File: src/rtl/vgrw_pkg.sv
// ---------------------------------------------------------------------------
// vgrw_pkg
// types, codes and saturation helper of the voxel grid ray walk unit
// ---------------------------------------------------------------------------
`default_nettype none

package vgrw_pkg;

    // width of one cell count field in grid_dims
    localparam int AXIS_BITS = 10;

    localparam logic CMD_START = 1'b0;
    localparam logic CMD_ADV   = 1'b1;

    localparam logic [2:0] ST_VISIT   = 3'd0;
    localparam logic [2:0] ST_HIT     = 3'd1;
    localparam logic [2:0] ST_MISS    = 3'd2;
    localparam logic [2:0] ST_NO_GRID = 3'd3;
    localparam logic [2:0] ST_IGNORED = 3'd4;

    localparam logic [1:0] STEP_NONE  = 2'd0;
    localparam logic [1:0] STEP_PLUS  = 2'd1;
    localparam logic [1:0] STEP_MINUS = 2'd2;

    localparam logic signed [31:0] MAX32 = 32'sh7FFF_FFFF;
    localparam logic signed [31:0] MIN32 = 32'sh8000_0000;
    localparam logic [30:0]        NO_HIT = 31'h7FFF_FFFF;

    typedef struct packed {
        logic        start;
        logic [31:0] num;
        logic [30:0] den;
    } t_div_req;

    typedef struct packed {
        logic        done;
        logic [31:0] quot;
    } t_div_rsp;

    function automatic logic signed [31:0] sat32(input logic signed [65:0] v);
        logic signed [31:0] r;
        if (v > 66'(MAX32)) begin
            r = MAX32;
        end else if (v < 66'(MIN32)) begin
            r = MIN32;
        end else begin
            r = v[31:0];
        end
        return r;
    endfunction

endpackage

`default_nettype wire

File: src/rtl/vgrw_div.sv
// ---------------------------------------------------------------------------
// vgrw_div
// restoring divider, one quotient bit per cycle
// ---------------------------------------------------------------------------
`default_nettype none

module vgrw_div
    import vgrw_pkg::*;
(
    input  wire       i_clk,
    input  wire       i_rst_n,
    input  t_div_req  i_req,
    output t_div_rsp  o_rsp
);

    logic        r_busy;
    logic        r_done;
    logic [4:0]  r_cnt;
    logic [31:0] r_quo;
    logic [31:0] r_rem;
    logic [30:0] r_den;
    logic [31:0] w_sh;
    logic        w_ge;

    assign w_sh = {r_rem[30:0], r_quo[31]};
    assign w_ge = (w_sh >= {1'b0, r_den});

    always_ff @(posedge i_clk) begin
        if (!i_rst_n) begin
            r_busy <= 1'b0;
            r_done <= 1'b0;
            r_cnt  <= '0;
        end else begin
            r_done <= 1'b0;
            if (i_req.start) begin
                r_busy <= 1'b1;
                r_cnt  <= '0;
            end else if (r_busy) begin
                r_cnt <= r_cnt + 5'd1;
                if (r_cnt == 5'd31) begin
                    r_busy <= 1'b0;
                    r_done <= 1'b1;
                end
            end
        end
    end

    always_ff @(posedge i_clk) begin
        if (i_req.start) begin
            r_quo <= i_req.num;
            r_rem <= '0;
            r_den <= i_req.den;
        end else if (r_busy) begin
            r_rem <= w_ge ? (w_sh - {1'b0, r_den}) : w_sh;
            r_quo <= {r_quo[30:0], w_ge};
        end
    end

    assign o_rsp.done = r_done;
    assign o_rsp.quot = r_quo;

endmodule

`default_nettype wire

File: config.mk
export PLATFORM = sky130hd
export DESIGN_NAME = vgrw_div
export DESIGN_NICKNAME = d
export VERILOG_FILES = /design/src/rtl/vgrw_pkg.sv /design/src/rtl/vgrw_div.sv
export SDC_FILE = /design/constraint.sdc
export NUM_CORES = 1
export LEC_CHECK = 0
export BUFFER_PORTS_ARGS = -buffer_cell sky130_fd_sc_hd__clkbuf_2
export CAP_MARGIN = 20
export CORE_ASPECT_RATIO = 0.8
export CORE_MARGIN = 2
export CORE_UTILIZATION = 40
export DETAILED_ROUTE_END_ITERATION = 6
export GPL_TIMING_DRIVEN = 0
export PLACE_DENSITY_LB_ADDON = 0.15
export SLEW_MARGIN = 20
export SYNTH_ARGS = -nofsm -noshare
export SYNTH_HDL_FRONTEND = slang
export SYNTH_SLANG_ARGS = --single-unit
export TNS_END_PERCENT = 5
File: constraint.sdc
create_clock -name i_clk -period 3.7 [get_ports i_clk]
set_input_delay 0.74 -clock i_clk [delete_from_list [all_inputs] [get_ports i_clk]]
set_output_delay 0.74 -clock i_clk [all_outputs]
set_load 0.02 [all_outputs]
## Word-level counts from Yosys, hierarchy flattened

Cells that the tools add are included.

| operators by class | value |
|---|---|
| add/sub/neg operators | 2 |
| magnitude comparators | 1 |
| equal/unequal tests | 1 |
| multiplexer cells | 7 |
| bitwise gates (word level) | 2 |
| reductions and logical operators | 3 |

Operators with widths:

| operator | count |
|---|---|
| 32-bit two-way mux | 2 |
| 32-bit by 31-bit >= comparator with 1-bit output | 1 |
| 31-bit two-way mux | 1 |
| 31-bit subtractor | 1 |
| 5-bit by 1-bit adder with 5-bit output, second input constant | 1 |
| 5-bit == test, second input constant | 1 |
| 1-bit two-way mux | 4 |
| 3-bit OR reduction | 1 |
| 1-bit NOT | 2 |
| 2-bit nonzero test | 1 |
| 2-bit OR reduction | 1 |

| storage, ports and cells | value |
|---|---|
| flip-flop bits (word level) | 101 |
| output and inout bits | 33 |
| logic and storage cells | 22 |

## Depth between registers and ports, before layout

| depth | value |
|---|---|
| depth after elaboration | 4 |
| gate-level depth with buffers | 13 |
| gate-level depth less buffers | 12 |

## Least setup slack after synthesis

OpenSTA, ideal clock, no wires.

| timing | value |
|---|---|
| kind | flip-flop to flip-flop |
| start | register r_quo[31] |
| end | register r_rem[26] |
| library setup time | 0.088 ns |
| arrival time | 2.943 ns |
| data required time | 3.612 ns |
| slack | 0.669 ns |
| stages on the path, launching flop included | 13 |
| path buffers | 0 |
| clock period less this slack | 3.031 ns |
| cells stage by stage | edfxtp_1 -> inv_1 -> ha_1 -> fa_1 -> and2b_1 -> o2111ai_2 -> a2111oi_4 -> nor4_4 -> a21oi_2 -> o31ai_4 -> a2111oi_2 -> o21ai_1 -> a311oi_2 |

| between the ends | value |
|---|---|
| cells in the longest elaborated chain, start to end | 2 |
| elaborated cells on any way between the ends | 3 |

RTL lines:

| element | RTL line | source |
|---|---|---|
| start, declared | vgrw_div.sv:19 | `logic [31:0] r_quo;` |
| start signal, assigned | vgrw_div.sv:50 | `r_quo <= i_req.num;` |
| start signal, assigned | vgrw_div.sv:55 | `r_quo <= {r_quo[30:0], w_ge};` |
| 31-bit subtractor / 32-bit by 31-bit >= comparator with 1-bit output (equally long branches) | vgrw_div.sv:54, vgrw_div.sv:26 |  |
| 31-bit two-way mux * | vgrw_div.sv:54 | `r_rem <= w_ge ? (w_sh - {1'b0, r_den}) : w_sh;` |
| end signal, assigned | vgrw_div.sv:54 |  |
| end, declared | vgrw_div.sv:20 | `logic [31:0] r_rem;` |

Every way passes the cells marked *; elsewhere a longest branch is shown, timed or not.
A chain may end at the register's enable or synchronous reset.

## Worst setup path in the final report

| timing | value |
|---|---|
| start | register r_quo[31] |
| end | register r_rem[22] |

Same word-level chain as after synthesis.

==> results.md <==
* Routed WL at about 14 mm
* Run status: complete, no violations
* Top_reg_cell synth: edfxtp_1
* Number of flops mapped to enable cells by yosys at 63
* Synth area leaders: edfxtp_1, dfxtp_1, ha_1
* Hold buffer count at CTS at 0
* DR pass1 iterations at 5
* Drt initial violations at 298
* Max_cap viols at 0
* Register bit total from synthesis at 101
* Share of the synthesized area in the top cell type at 0.329
* Vias post-DR at ~4500
* Layout cells sized above 1 at 0.256
* WP data arrival at 3.71 ns
* Max Fanout on Critical Path at 8
* Seq/Total Area, Yosys at 0.461
* Final setup fails at 0
* Post-synth ARST share at 0
* Critical path launch point type: flop
* Clock transition at the registers of the reported paths at 0.08 ns
* Hold WS at 0.504 ns
* Row cnt at 39
* Required @ worst endpoint at 4.00 ns
* HPWL Detailed at 10.2 mm
* Crit. End Element: flop
* Drt wl/cell at around 16 um
* Die Width at 138 um
* I/O pins at about 100
* Slew @ Worst Pin at 0.998 ns
* Root Driver: clkbuf_16
* Critical Path Slowest Stage Cell: a2111oi_4
* Net Switching at 901 uW
* Pleak at 0.00298 uW
* Fin. Hold Viols at 0
* P per Cell Area at 434 mW/mm^2
* Vias per cell at 5.31
* Type of the worst setup path: flop to flop
* Routability cong. at 0.855
* Core outline area at 0.0142 sq mm
* Cell with the most instances after synthesis: edfxtp_1
* Total GRT Usage at 0.186
* Min Tclk post-route at between 3 and 4 ns
* Postcts setup bufs at 0
* Filler cells at about 1400
* Global-route wire length before repair at 23.0 mm
* Area post-placement at 0.00648 sq mm
* Cell Chain, Critical Path: inv_1, ha_1, fa_1, and2b_1, o2111ai_2, a2111oi_4, nor4_4, a21oi_2, o31ai_4, nand2b_4, a2111oi_1, a211o_1
* Mapped Cells at approximately 560
* Clk pwr share at 0.322
* Crit-path leading delay family: compound AO/OA/AOI/OAI gates
* RSZ-0062 raised after global routing: false
* Remaining Overflow, GRT at 0
* Netlist cell types at 62
* Clock sink count at 101
* Reg2reg setup slack at 0.29 ns
* Comb power frac at 0.220
* CTS Buf Count at 9
* Die height at around 110 um
* Finished layout cell area at between 0.006 and 0.007 sq mm
* Die area at between 0.015 and 0.02 sq mm
* Warnings, synthesis at 0
* Area grow syn2layout at 17.6%
* Syn Nets at between 600 and 700
* H-tree depth at 3
* Fmax at 0.293 GHz
* Cts repair resizes at 0
* Initial core utilization at 0.407
* Largest net degree at the start of global routing at 33
* Hold Crit Class: flop to flop
* Total power at a little under 3000 uW
* Vias in the first global route at ~4500
* TritonCTS clock tree: built
* Clock Latency Late Sink at 0.36 ns
* Sw Ratio at 0.307
* Worst VDD drop at 0.265 mV
* Reg power frac at 0.458
* Power Internal at 2030 uW
* DRC viols at 0
* Diode count at 0
* CP Buf/Inv Count at 1
* Final period util at 0.922
* Mapped cell area at 0.00576 sq mm
* Initial antenna violation count at 0
* Final core occ at 0.478
* CTS Buffer Depth at 2
* Normalized max-slew margin at 0.333
* Detail Route Antenna Nets at 0
* Slowest stage delay, CP at 0.49 ns
* Clock skew at around 0.0092 ns
* Port bufs at 98
* Mean Syn Cell Area at 10.4 sq um
* Nets at 764
* Final Slew Violations at 0
* Area leader, netlist: edfxtp_1
* Commonest cells post-synth: edfxtp_1, nor2_1, inv_1, a21oi_1
[placed cells by master (no fill, tap or decap), types with 11 or more instances in the layout]
cell type | netlist | final
clkbuf_2 | 0 | 98
edfxtp_1 | 63 | 63
nor2_1 | 57 | 57
inv_1 | 40 | 39
a21oi_1 | 39 | 39
nand2_1 | 38 | 38
dfxtp_1 | 38 | 38
ha_1 | 33 | 33
mux2_2 | 31 | 31
o21ai_0 | 24 | 24
a211oi_1 | 20 | 20
clkbuf_1 | 15 | 15
xnor2_1 | 14 | 14
xor2_1 | 13 | 13
mux2i_1 | 12 | 12
a21o_1 | 11 | 11
[cell type report]
type                    instances  area, sq um  area share
multi-input cells             389         2830       0.419
flip-flops and latches        101         2650       0.392
plain buffers                  25          121      0.0179
clock buffers                   9          225      0.0333
clock inverters                 7         65.1     0.00961
inverters                      40          150      0.0222
well taps                     184          230      0.0340
repair buffers                 98          490      0.0725
[sequential cells by signal (all words and copies together) (netlist names)]
signal / cells
r_rem: 31
r_busy: 1
r_quo: 32
r_cnt: 5
r_den: 31
r_done: 1
[power by group through the flow]
stage / clock network, uW / logic [uW] / registers, uW
finish: 945 / 647 / 1340
CTS: 976 / 649 / 1340
global route: 1020 / 718 / 1360
detailed placement: 0 / 643 / 1370
floorplan: 0 / 416 / 1410
global placement: 0 / 634 / 1370
[worst register-to-register path: stages, from the launching register on]
cell and delay, ns:
edfxtp_1 0.42, inv_1 0.06, ha_1 0.23, fa_1 0.40
and2b_1 0.25, o2111ai_2 0.15, a2111oi_4 0.49, nor4_4 0.08
a21oi_2 0.23, o31ai_4 0.16, nand2b_4 0.22, a2111oi_1 0.49
a211o_1 0.18
[layer usage]
layer  GRT usage  routed length, um  part of all wire  vias to the layer above
met1       0.265               7040              0.51                     2181
met4      0.0605                234             0.017                        0
met2       0.282               6070              0.44                       87
li1            -                  -                 -                     2240
met5           0                  0                 0                        -
met3      0.0402                554             0.040                       22
[kinds of logic after synthesis]
logic type | synth area share
AOI/OAI and AO/OA | 0.185
and+or+nand+nor | 0.109
DFF | 0.461
buffers and inverters | 0.0472
muxes | 0.0815
adders and majority gates | 0.0752
xor gates and xnor gates | 0.0411
[through the flow]
step | instances | worst slack, ns | TNS [ns]
floorplan | 555 | 0.669 | 0
global placement | 837 | -0.0247 | -0.709
detailed placement | 837 | 0.214 | 0
CTS | 853 | 0.172 | 0
global route | 853 | 0.0971 | 0
finish | 853 | 0.288 | 0
[path summary, 6_finish.rpt]
kind                              start                     end  cells past startpoint
hold reg to reg   r_rem[8]$_SDFFE_PP0P_   r_rem[8]$_SDFFE_PP0P_                      2
setup / recovery    r_quo[31]$_DFFE_PP_  r_rem[22]$_SDFFE_PP0P_                     12
setup reg to reg    r_quo[31]$_DFFE_PP_  r_rem[22]$_SDFFE_PP0P_                     12
hold / removal    r_rem[8]$_SDFFE_PP0P_   r_rem[8]$_SDFFE_PP0P_                      2
Note: power is estimated with default switching activity, not from simulation.
