`src/rtl/vgrw_pkg.sv`:
```
// ---------------------------------------------------------------------------
// vgrw_pkg
// types, codes and saturation helper of the voxel grid ray walk unit
// ---------------------------------------------------------------------------
`default_nettype none

package vgrw_pkg;

    // width of one cell count field in grid_dims
    localparam int AXIS_BITS = 10;

    localparam logic CMD_START = 1'b0;
    localparam logic CMD_ADV   = 1'b1;

    localparam logic [2:0] ST_VISIT   = 3'd0;
    localparam logic [2:0] ST_HIT     = 3'd1;
    localparam logic [2:0] ST_MISS    = 3'd2;
    localparam logic [2:0] ST_NO_GRID = 3'd3;
    localparam logic [2:0] ST_IGNORED = 3'd4;

    localparam logic [1:0] STEP_NONE  = 2'd0;
    localparam logic [1:0] STEP_PLUS  = 2'd1;
    localparam logic [1:0] STEP_MINUS = 2'd2;

    localparam logic signed [31:0] MAX32 = 32'sh7FFF_FFFF;
    localparam logic signed [31:0] MIN32 = 32'sh8000_0000;
    localparam logic [30:0]        NO_HIT = 31'h7FFF_FFFF;

    typedef struct packed {
        logic        start;
        logic [31:0] num;
        logic [30:0] den;
    } t_div_req;

    typedef struct packed {
        logic        done;
        logic [31:0] quot;
    } t_div_rsp;

    function automatic logic signed [31:0] sat32(input logic signed [65:0] v);
        logic signed [31:0] r;
        if (v > 66'(MAX32)) begin
            r = MAX32;
        end else if (v < 66'(MIN32)) begin
            r = MIN32;
        end else begin
            r = v[31:0];
        end
        return r;
    endfunction

endpackage

`default_nettype wire

```
`src/rtl/vgrw_mul.sv`:
```
// ---------------------------------------------------------------------------
// vgrw_mul
// shared signed multiplier with registered product and fixed point result
// ---------------------------------------------------------------------------
`default_nettype none

module vgrw_mul
    import vgrw_pkg::*;
#(
    parameter int FRAC_BITS = 16
) (
    input  wire                      i_clk,
    input  wire  signed [32:0]       i_a,
    input  wire  signed [32:0]       i_b,
    output logic signed [65:0]       o_raw,
    output logic signed [31:0]       o_q
);

    logic signed [65:0] r_prod;

    always_ff @(posedge i_clk) begin
        r_prod <= i_a * i_b;
    end

    // arithmetic shift floors toward minus infinity
    assign o_raw = r_prod;
    assign o_q   = sat32(r_prod >>> FRAC_BITS);

endmodule

`default_nettype wire

```
`config.mk`:
```
export PLATFORM = sky130hd
export DESIGN_NAME = vgrw_mul
export DESIGN_NICKNAME = d
export VERILOG_FILES = /design/src/rtl/vgrw_pkg.sv /design/src/rtl/vgrw_mul.sv
export SDC_FILE = /design/constraint.sdc
export NUM_CORES = 2
export LEC_CHECK = 0
export BUFFER_PORTS_ARGS = -buffer_cell sky130_fd_sc_hd__buf_2
export CAP_MARGIN = 5
export CORE_ASPECT_RATIO = 1.25
export CORE_MARGIN = 10
export CORE_UTILIZATION = 65
export CTS_BUF_LIST = sky130_fd_sc_hd__clkbuf_4 sky130_fd_sc_hd__clkbuf_8
export CTS_CLUSTER_DIAMETER = 40
export DETAILED_ROUTE_END_ITERATION = 12
export GPL_ROUTABILITY_DRIVEN = 1
export GPL_TIMING_DRIVEN = 0
export PLACE_DENSITY = 0.83
export SLEW_MARGIN = 20
export SYNTH_ARGS = -nofsm -noshare
export SYNTH_HDL_FRONTEND = slang
export SYNTH_SLANG_ARGS = --single-unit
export TNS_END_PERCENT = 10
```
`constraint.sdc`:
```
create_clock -name i_clk -period 27.8 [get_ports i_clk]
set_input_delay 8.34 -clock i_clk [delete_from_list [all_inputs] [get_ports i_clk]]
set_output_delay 8.34 -clock i_clk [all_outputs]
set_load 0.1 [all_outputs]
```
==> impl_results.md, run 1 <==
* Initial antenna violation count at 26
* Count of port buffers added during placement at 164
* Sum of overflow across all layers after global routing at 0
* Gr usage total at 45.24%
* Number of resized instances in the post-cts repair step at 0
* Average instance area after synthesis at 9.326 µm²
* Number of cells produced by synthesis at 4339
* Sequential fraction of the synthesis area at 3.265%
* Error msg: [ERROR DRT-1231] Pin _9591_/B does not have access point
* Area of the mapped netlist at 0.04047 mm²
* Post-detailed-placement half-perimeter wirelength at 132800 µm
* Setup Fix Bufs, Post-CTS at 0
* Library cells used by synthesis at 61
* Post-synthesis sequential element count at 66
* Num Clock Sinks at 66
* Number of core rows at 102
* Total placed cells including tap cells at 5336
* Post-synthesis share of cell area spent on and, or, nand and nor gates at 16.07%
* Total nets after synthesis at 5768
* Yosys Warn Count at 0
* Die outline width at 243.2 µm
* Fraction of synthesized area in multiplexers at 0.02783%
* Share of the synthesized netlist area taken by xor and xnor gates at 1.580%
* Fraction of the mapped netlist area in adder cells at 63.35%
* Number of global-route vias before repair at 35210
* Number of hold buffers added after CTS at 0
* First-pass GRT wire length at 231800 µm
* Most used flip-flop cell after synthesis: sky130_fd_sc_hd__dfxtp_1
* Maximum number of pins on one net before global-route repair at 27
* Largest family of logic cells by synthesized area: adder cells
* Number of enable-type register cells in the synthesized netlist at 0
* Status: aborted with a tool error
* Compound-Gate Fraction of Synth Area at 3.166%
* Stage reached: detailed routing (5_2_route)
* H-tree depth reported by CTS at 3
* Async S/R FF share, synth at 0%
* Placer Congestion at 1.090
* Maximum buffer depth of the clock tree at 2
* Clock root buffer: sky130_fd_sc_hd__clkbuf_8
* Total I/O pin count at 165
* Starting density of the core at 65.51%
* Die height at 299.0 µm
* Number of CTS-inserted buffers at 9
[logic make-up after synthesis]
group | after synthesis
muxes | 1
DFF | 66
adders and majority gates | 1362
xor gates and xnor gates | 73
buffers and inverters | 1332
and+or+nand+nor | 1307
AOI/OAI and AO/OA | 198
[metrics by stage]
step / setup WS, ps / hold slack, ps / area, µm² / utilization [%]
detailed placement: 10100 / 8661 / 42340 / 68.55
global route: 10210 / 8270 / 42590 / 68.96
floorplan: 12020 / 8467 / 40470 / -
global placement: 10270 / 8665 / 42330 / 68.53
CTS: 10460 / 8262 / 42570 / 68.92
[Yosys cell counts (5+ instances only)]
cell type | instances | area share (%)
sky130_fd_sc_hd__fa_1 | 1145 | 57
sky130_fd_sc_hd__inv_1 | 1108 | 10
sky130_fd_sc_hd__nand2_1 | 608 | 5.6
sky130_fd_sc_hd__and2_1 | 553 | 8.5
sky130_fd_sc_hd__ha_1 | 217 | 6.7
sky130_fd_sc_hd__clkbuf_1 | 210 | 1.9
sky130_fd_sc_hd__a21oi_1 | 68 | 0.84
sky130_fd_sc_hd__dfxtp_1 | 66 | 3.3
sky130_fd_sc_hd__nor2_1 | 59 | 0.55
sky130_fd_sc_hd__xnor2_1 | 47 | 1.0
sky130_fd_sc_hd__a21o_1 | 35 | 0.65
sky130_fd_sc_hd__o21ai_0 | 33 | 0.41
sky130_fd_sc_hd__xor2_1 | 26 | 0.56
sky130_fd_sc_hd__nand4_1 | 19 | 0.29
sky130_fd_sc_hd__nand2b_1 | 15 | 0.23
sky130_fd_sc_hd__nand3_1 | 15 | 0.19
sky130_fd_sc_hd__a31oi_1 | 9 | 0.14
sky130_fd_sc_hd__nor3_1 | 9 | 0.11
sky130_fd_sc_hd__and3_1 | 7 | 0.11
sky130_fd_sc_hd__o211ai_1 | 7 | 0.13
sky130_fd_sc_hd__a211oi_1 | 6 | 0.11
sky130_fd_sc_hd__nor4_1 | 5 | 0.077
sky130_fd_sc_hd__o21a_1 | 5 | 0.093
sky130_fd_sc_hd__o21bai_1 | 5 | 0.093
sky130_fd_sc_hd__or4_1 | 5 | 0.093
[layer usage]
metal / GRT usage, %
met5: 0
met4: 44.57
met2: 71.70
met3: 13.96
met1: 46.83
==> run 2: changes to the inputs <==
--- a/config.mk
+++ b/config.mk
@@ -7,15 +7,12 @@
 export LEC_CHECK = 0
 export BUFFER_PORTS_ARGS = -buffer_cell sky130_fd_sc_hd__buf_2
 export CAP_MARGIN = 5
-export CORE_ASPECT_RATIO = 1.25
 export CORE_MARGIN = 10
-export CORE_UTILIZATION = 65
-export CTS_BUF_LIST = sky130_fd_sc_hd__clkbuf_4 sky130_fd_sc_hd__clkbuf_8
-export CTS_CLUSTER_DIAMETER = 40
+export CORE_UTILIZATION = 40
 export DETAILED_ROUTE_END_ITERATION = 12
 export GPL_ROUTABILITY_DRIVEN = 1
 export GPL_TIMING_DRIVEN = 0
-export PLACE_DENSITY = 0.83
+export PLACE_DENSITY_LB_ADDON = 0.15
 export SLEW_MARGIN = 20
 export SYNTH_ARGS = -nofsm -noshare
 export SYNTH_HDL_FRONTEND = slang
==> run 2 against run 1 <==
- synthesized area is the same
- global-route usage decreased by 18 points
- synthesized cell count stayed put
- the run now ends clean
==> impl_results.md, run 2 <==
* Clock slew seen by the registers of the worst setup and hold paths at 70 ps
* Maximum number of pins on one net before global-route repair at 27
* Highest clock frequency the design can meet at 57.69 MHz
* Async S/R FF share, synth at 0%
* Min Clock Period, post-route at 17340 ps
* Source of the worst hold timing path: i_b[0]
* Core footprint at 0.1003 mm²
* Crit path arrival time at 17600 ps
* Clock root buffer: sky130_fd_sc_hd__clkbuf_16
* Final worst-path cycle share at 62.36%
* Post-detailed-placement half-perimeter wirelength at 133600 µm
* Slew at the pin with the worst max-slew slack at 1232 ps
* Worst hold slack across all endpoints at 8319 ps
* Sum of overflow across all layers after global routing at 0
* Total I/O pin count at 165
* Fillers at 10140
* Initial antenna violation count at 27
* Net total in the final layout at 5945
* Status: finished, final reports clean
* Total nets after synthesis at 5768
* Number of search-and-repair iterations in the first detailed-routing pass at 6
* Crit path required time at 28060 ps
* Maximum buffer depth of the clock tree at 2
* Max-capacitance violation count at 0
* Die Footprint at 0.1143 mm²
* End point of the critical path: o_raw[65]
* Met2 WL post-DR at 73020 µm
* Starting density of the core at 40.35%
* Uppermost metal layer occupied by signal nets: met5
* Class of the tightest hold or removal check: input pin to register
* Most common cell in the netlist: sky130_fd_sc_hd__fa_1
* Final worst setup slack at 10460 ps
* Main area contributors after synthesis: sky130_fd_sc_hd__fa_1 57%, sky130_fd_sc_hd__inv_1 10%, sky130_fd_sc_hd__and2_1 8.5%, sky130_fd_sc_hd__ha_1 6.7%, sky130_fd_sc_hd__nand2_1 5.6%
* Area grow syn2layout at 7.130%
* Most used cells in the layout excluding fill and tap cells: 1143 x sky130_fd_sc_hd__fa_1, 1108 x sky130_fd_sc_hd__inv_1, 608 x sky130_fd_sc_hd__nand2_1
* Synth top area share at 56.64%
* Fin. Hold Viols at 0
* Leading area contributor after synthesis: sky130_fd_sc_hd__fa_1
* Drt wl/cell at 26.06 µm
* Worst-case setup slack after placement at 10230 ps
* Initial DRC Count at 2429
* First-pass GRT wire length at 221700 µm
* Most frequent standard cell in the layout excluding fill and tap cells: sky130_fd_sc_hd__fa_1
* Via-to-Cell Ratio at 5.180
* Gr usage total at 27.34%
* Die outline width at 338.1 µm
* Number of CTS-inserted buffers at 9
* Number of flip-flops in the largest register at 66
* Relative slew margins at 17.84%
* Number of enable-type register cells in the synthesized netlist at 0
* Sum of routed wire segments on met1 at 57280 µm
* Most used flip-flop cell after synthesis: sky130_fd_sc_hd__dfxtp_1
* Num Clock Sinks at 66
* Pins Over Slew Limit at 0
* DRC viols at 0
* Sequential fraction of the synthesis area at 3.265%
* Type of element launching the critical path: input pin
* CTS tree: done
* H-tree depth reported by CTS at 3
* Number of resized instances in the post-cts repair step at 0
* Number of core rows at 116
* Post-synthesis sequential element count at 66
* Final TNS setup at 0 ps
* Number of hold buffers added after CTS at 0
* Kind of end point of the critical path: register
* Most frequent cells after synthesis: 1145 x sky130_fd_sc_hd__fa_1, 1108 x sky130_fd_sc_hd__inv_1, 608 x sky130_fd_sc_hd__nand2_1, 553 x sky130_fd_sc_hd__and2_1, 217 x sky130_fd_sc_hd__ha_1
* Kind of critical path: input pin to register
* Vias after detailed routing at 30520
* Share of cells above drive strength 1 at 4.733%
* Number of global-route vias before repair at 32400
* RSZ-0062 raised after global routing: no
* Library cells used by synthesis at 61
* Die height at 338.1 µm
* Origin of the worst setup path: i_b[6]
* Number of cells produced by synthesis at 4339
* Detailed Route WL at 153500 µm
* Placer Congestion at 0.9887
* Met3 WL at 11810 µm
* Yosys Warn Count at 0
* Count of port buffers added during placement at 164
* CP max FO at 17
* Post-route ant nets at 0
* Setup Fix Bufs, Post-CTS at 0
* Area of the mapped netlist at 0.04047 mm²
* Average instance area after synthesis at 9.326 µm²
* Number of endpoints failing setup at the final stage at 0
[run 2: cell counts after synthesis]
No cell type changed its count.
[run 2: worst min path at each step]
stage,to,slack [ps],depth (start not counted)
after floorplan,o_raw[0],8470,1
after global placement,o_raw[0],8680,2
after detailed placement,o_raw[0],8690,2
after CTS,o_raw[0],8300,2
after global routing,o_raw[0],8320,2
final,o_raw[0],8320,2
[run 2: metal layers]
metal  vias to the layer above  global-route usage, %
met5                         -                      0
met1                     16100                  33.40
li1                      12710                      -
met3                       359                  5.116
met2                      1334                  44.79
met4                        14                  16.29
[run 2: logic make-up (layout without fill, tap and decap cells)]
family | after synthesis | in the layout | share of synthesized area [%]
XOR/XNOR | 73 | 73 | 1.580
AO/OA/AOI/OAI | 198 | 198 | 3.166
buffers and inverters | 1332 | 1514 | 12.54
multiplexers | 1 | 1 | 0.02783
flip-flops | 66 | 66 | 3.265
AND/OR/NAND/NOR | 1307 | 1307 | 16.07
adder cells (fa/ha/maj) | 1362 | 1362 | 63.35
other | 0 | 13 | 0
[run 2: through the flow]
step	cell area [µm²]	instances	util, %
6_report	43350	5891	43.23
2_1_floorplan	40470	4339	-
3_3_place_gp	42990	5860	42.86
4_1_cts	43320	5878	43.19
3_5_place_dp	43020	5862	42.89
5_1_grt	43320	5878	43.19
[run 2: final cells by class]
type	instances	area [µm²]	area share, %
Antenna cell	13	32.53	0.07504
Buffer	224	920.9	2.124
Clock buffer	9	225.2	0.5195
Clock inverter	7	76.32	0.1761
Inverter	1108	4159	9.594
Multi-Input combinational cell	2941	34080	78.62
Sequential cell	66	1321	3.048
Tap cell	1357	1698	3.917
Timing Repair Buffer	166	835.8	1.928
[run 2: critical path, stage by stage]
cell and delay [ps]:
sky130_fd_sc_hd__buf_2 220, sky130_fd_sc_hd__clkbuf_1 760, sky130_fd_sc_hd__nand2_1 290, sky130_fd_sc_hd__inv_1 160, sky130_fd_sc_hd__fa_1 390, sky130_fd_sc_hd__inv_1 240
sky130_fd_sc_hd__fa_1 580, sky130_fd_sc_hd__fa_1 580, sky130_fd_sc_hd__inv_1 80, sky130_fd_sc_hd__fa_2 970, sky130_fd_sc_hd__fa_1 560, sky130_fd_sc_hd__fa_1 660
sky130_fd_sc_hd__fa_1 540, sky130_fd_sc_hd__inv_1 50, sky130_fd_sc_hd__fa_1 470, sky130_fd_sc_hd__inv_1 40, sky130_fd_sc_hd__ha_1 250, sky130_fd_sc_hd__clkbuf_1 290
sky130_fd_sc_hd__nand4_1 250, sky130_fd_sc_hd__nor2_1 140, sky130_fd_sc_hd__nand4_1 160, sky130_fd_sc_hd__or4_1 500, sky130_fd_sc_hd__o211ai_2 280, sky130_fd_sc_hd__a311oi_2 210
sky130_fd_sc_hd__o41ai_2 340, sky130_fd_sc_hd__xnor2_1 180
Power of run 2 is left out: the tool's default activity adds up to more than one toggle a clock period on the data nets, which glitch-free logic cannot reach.
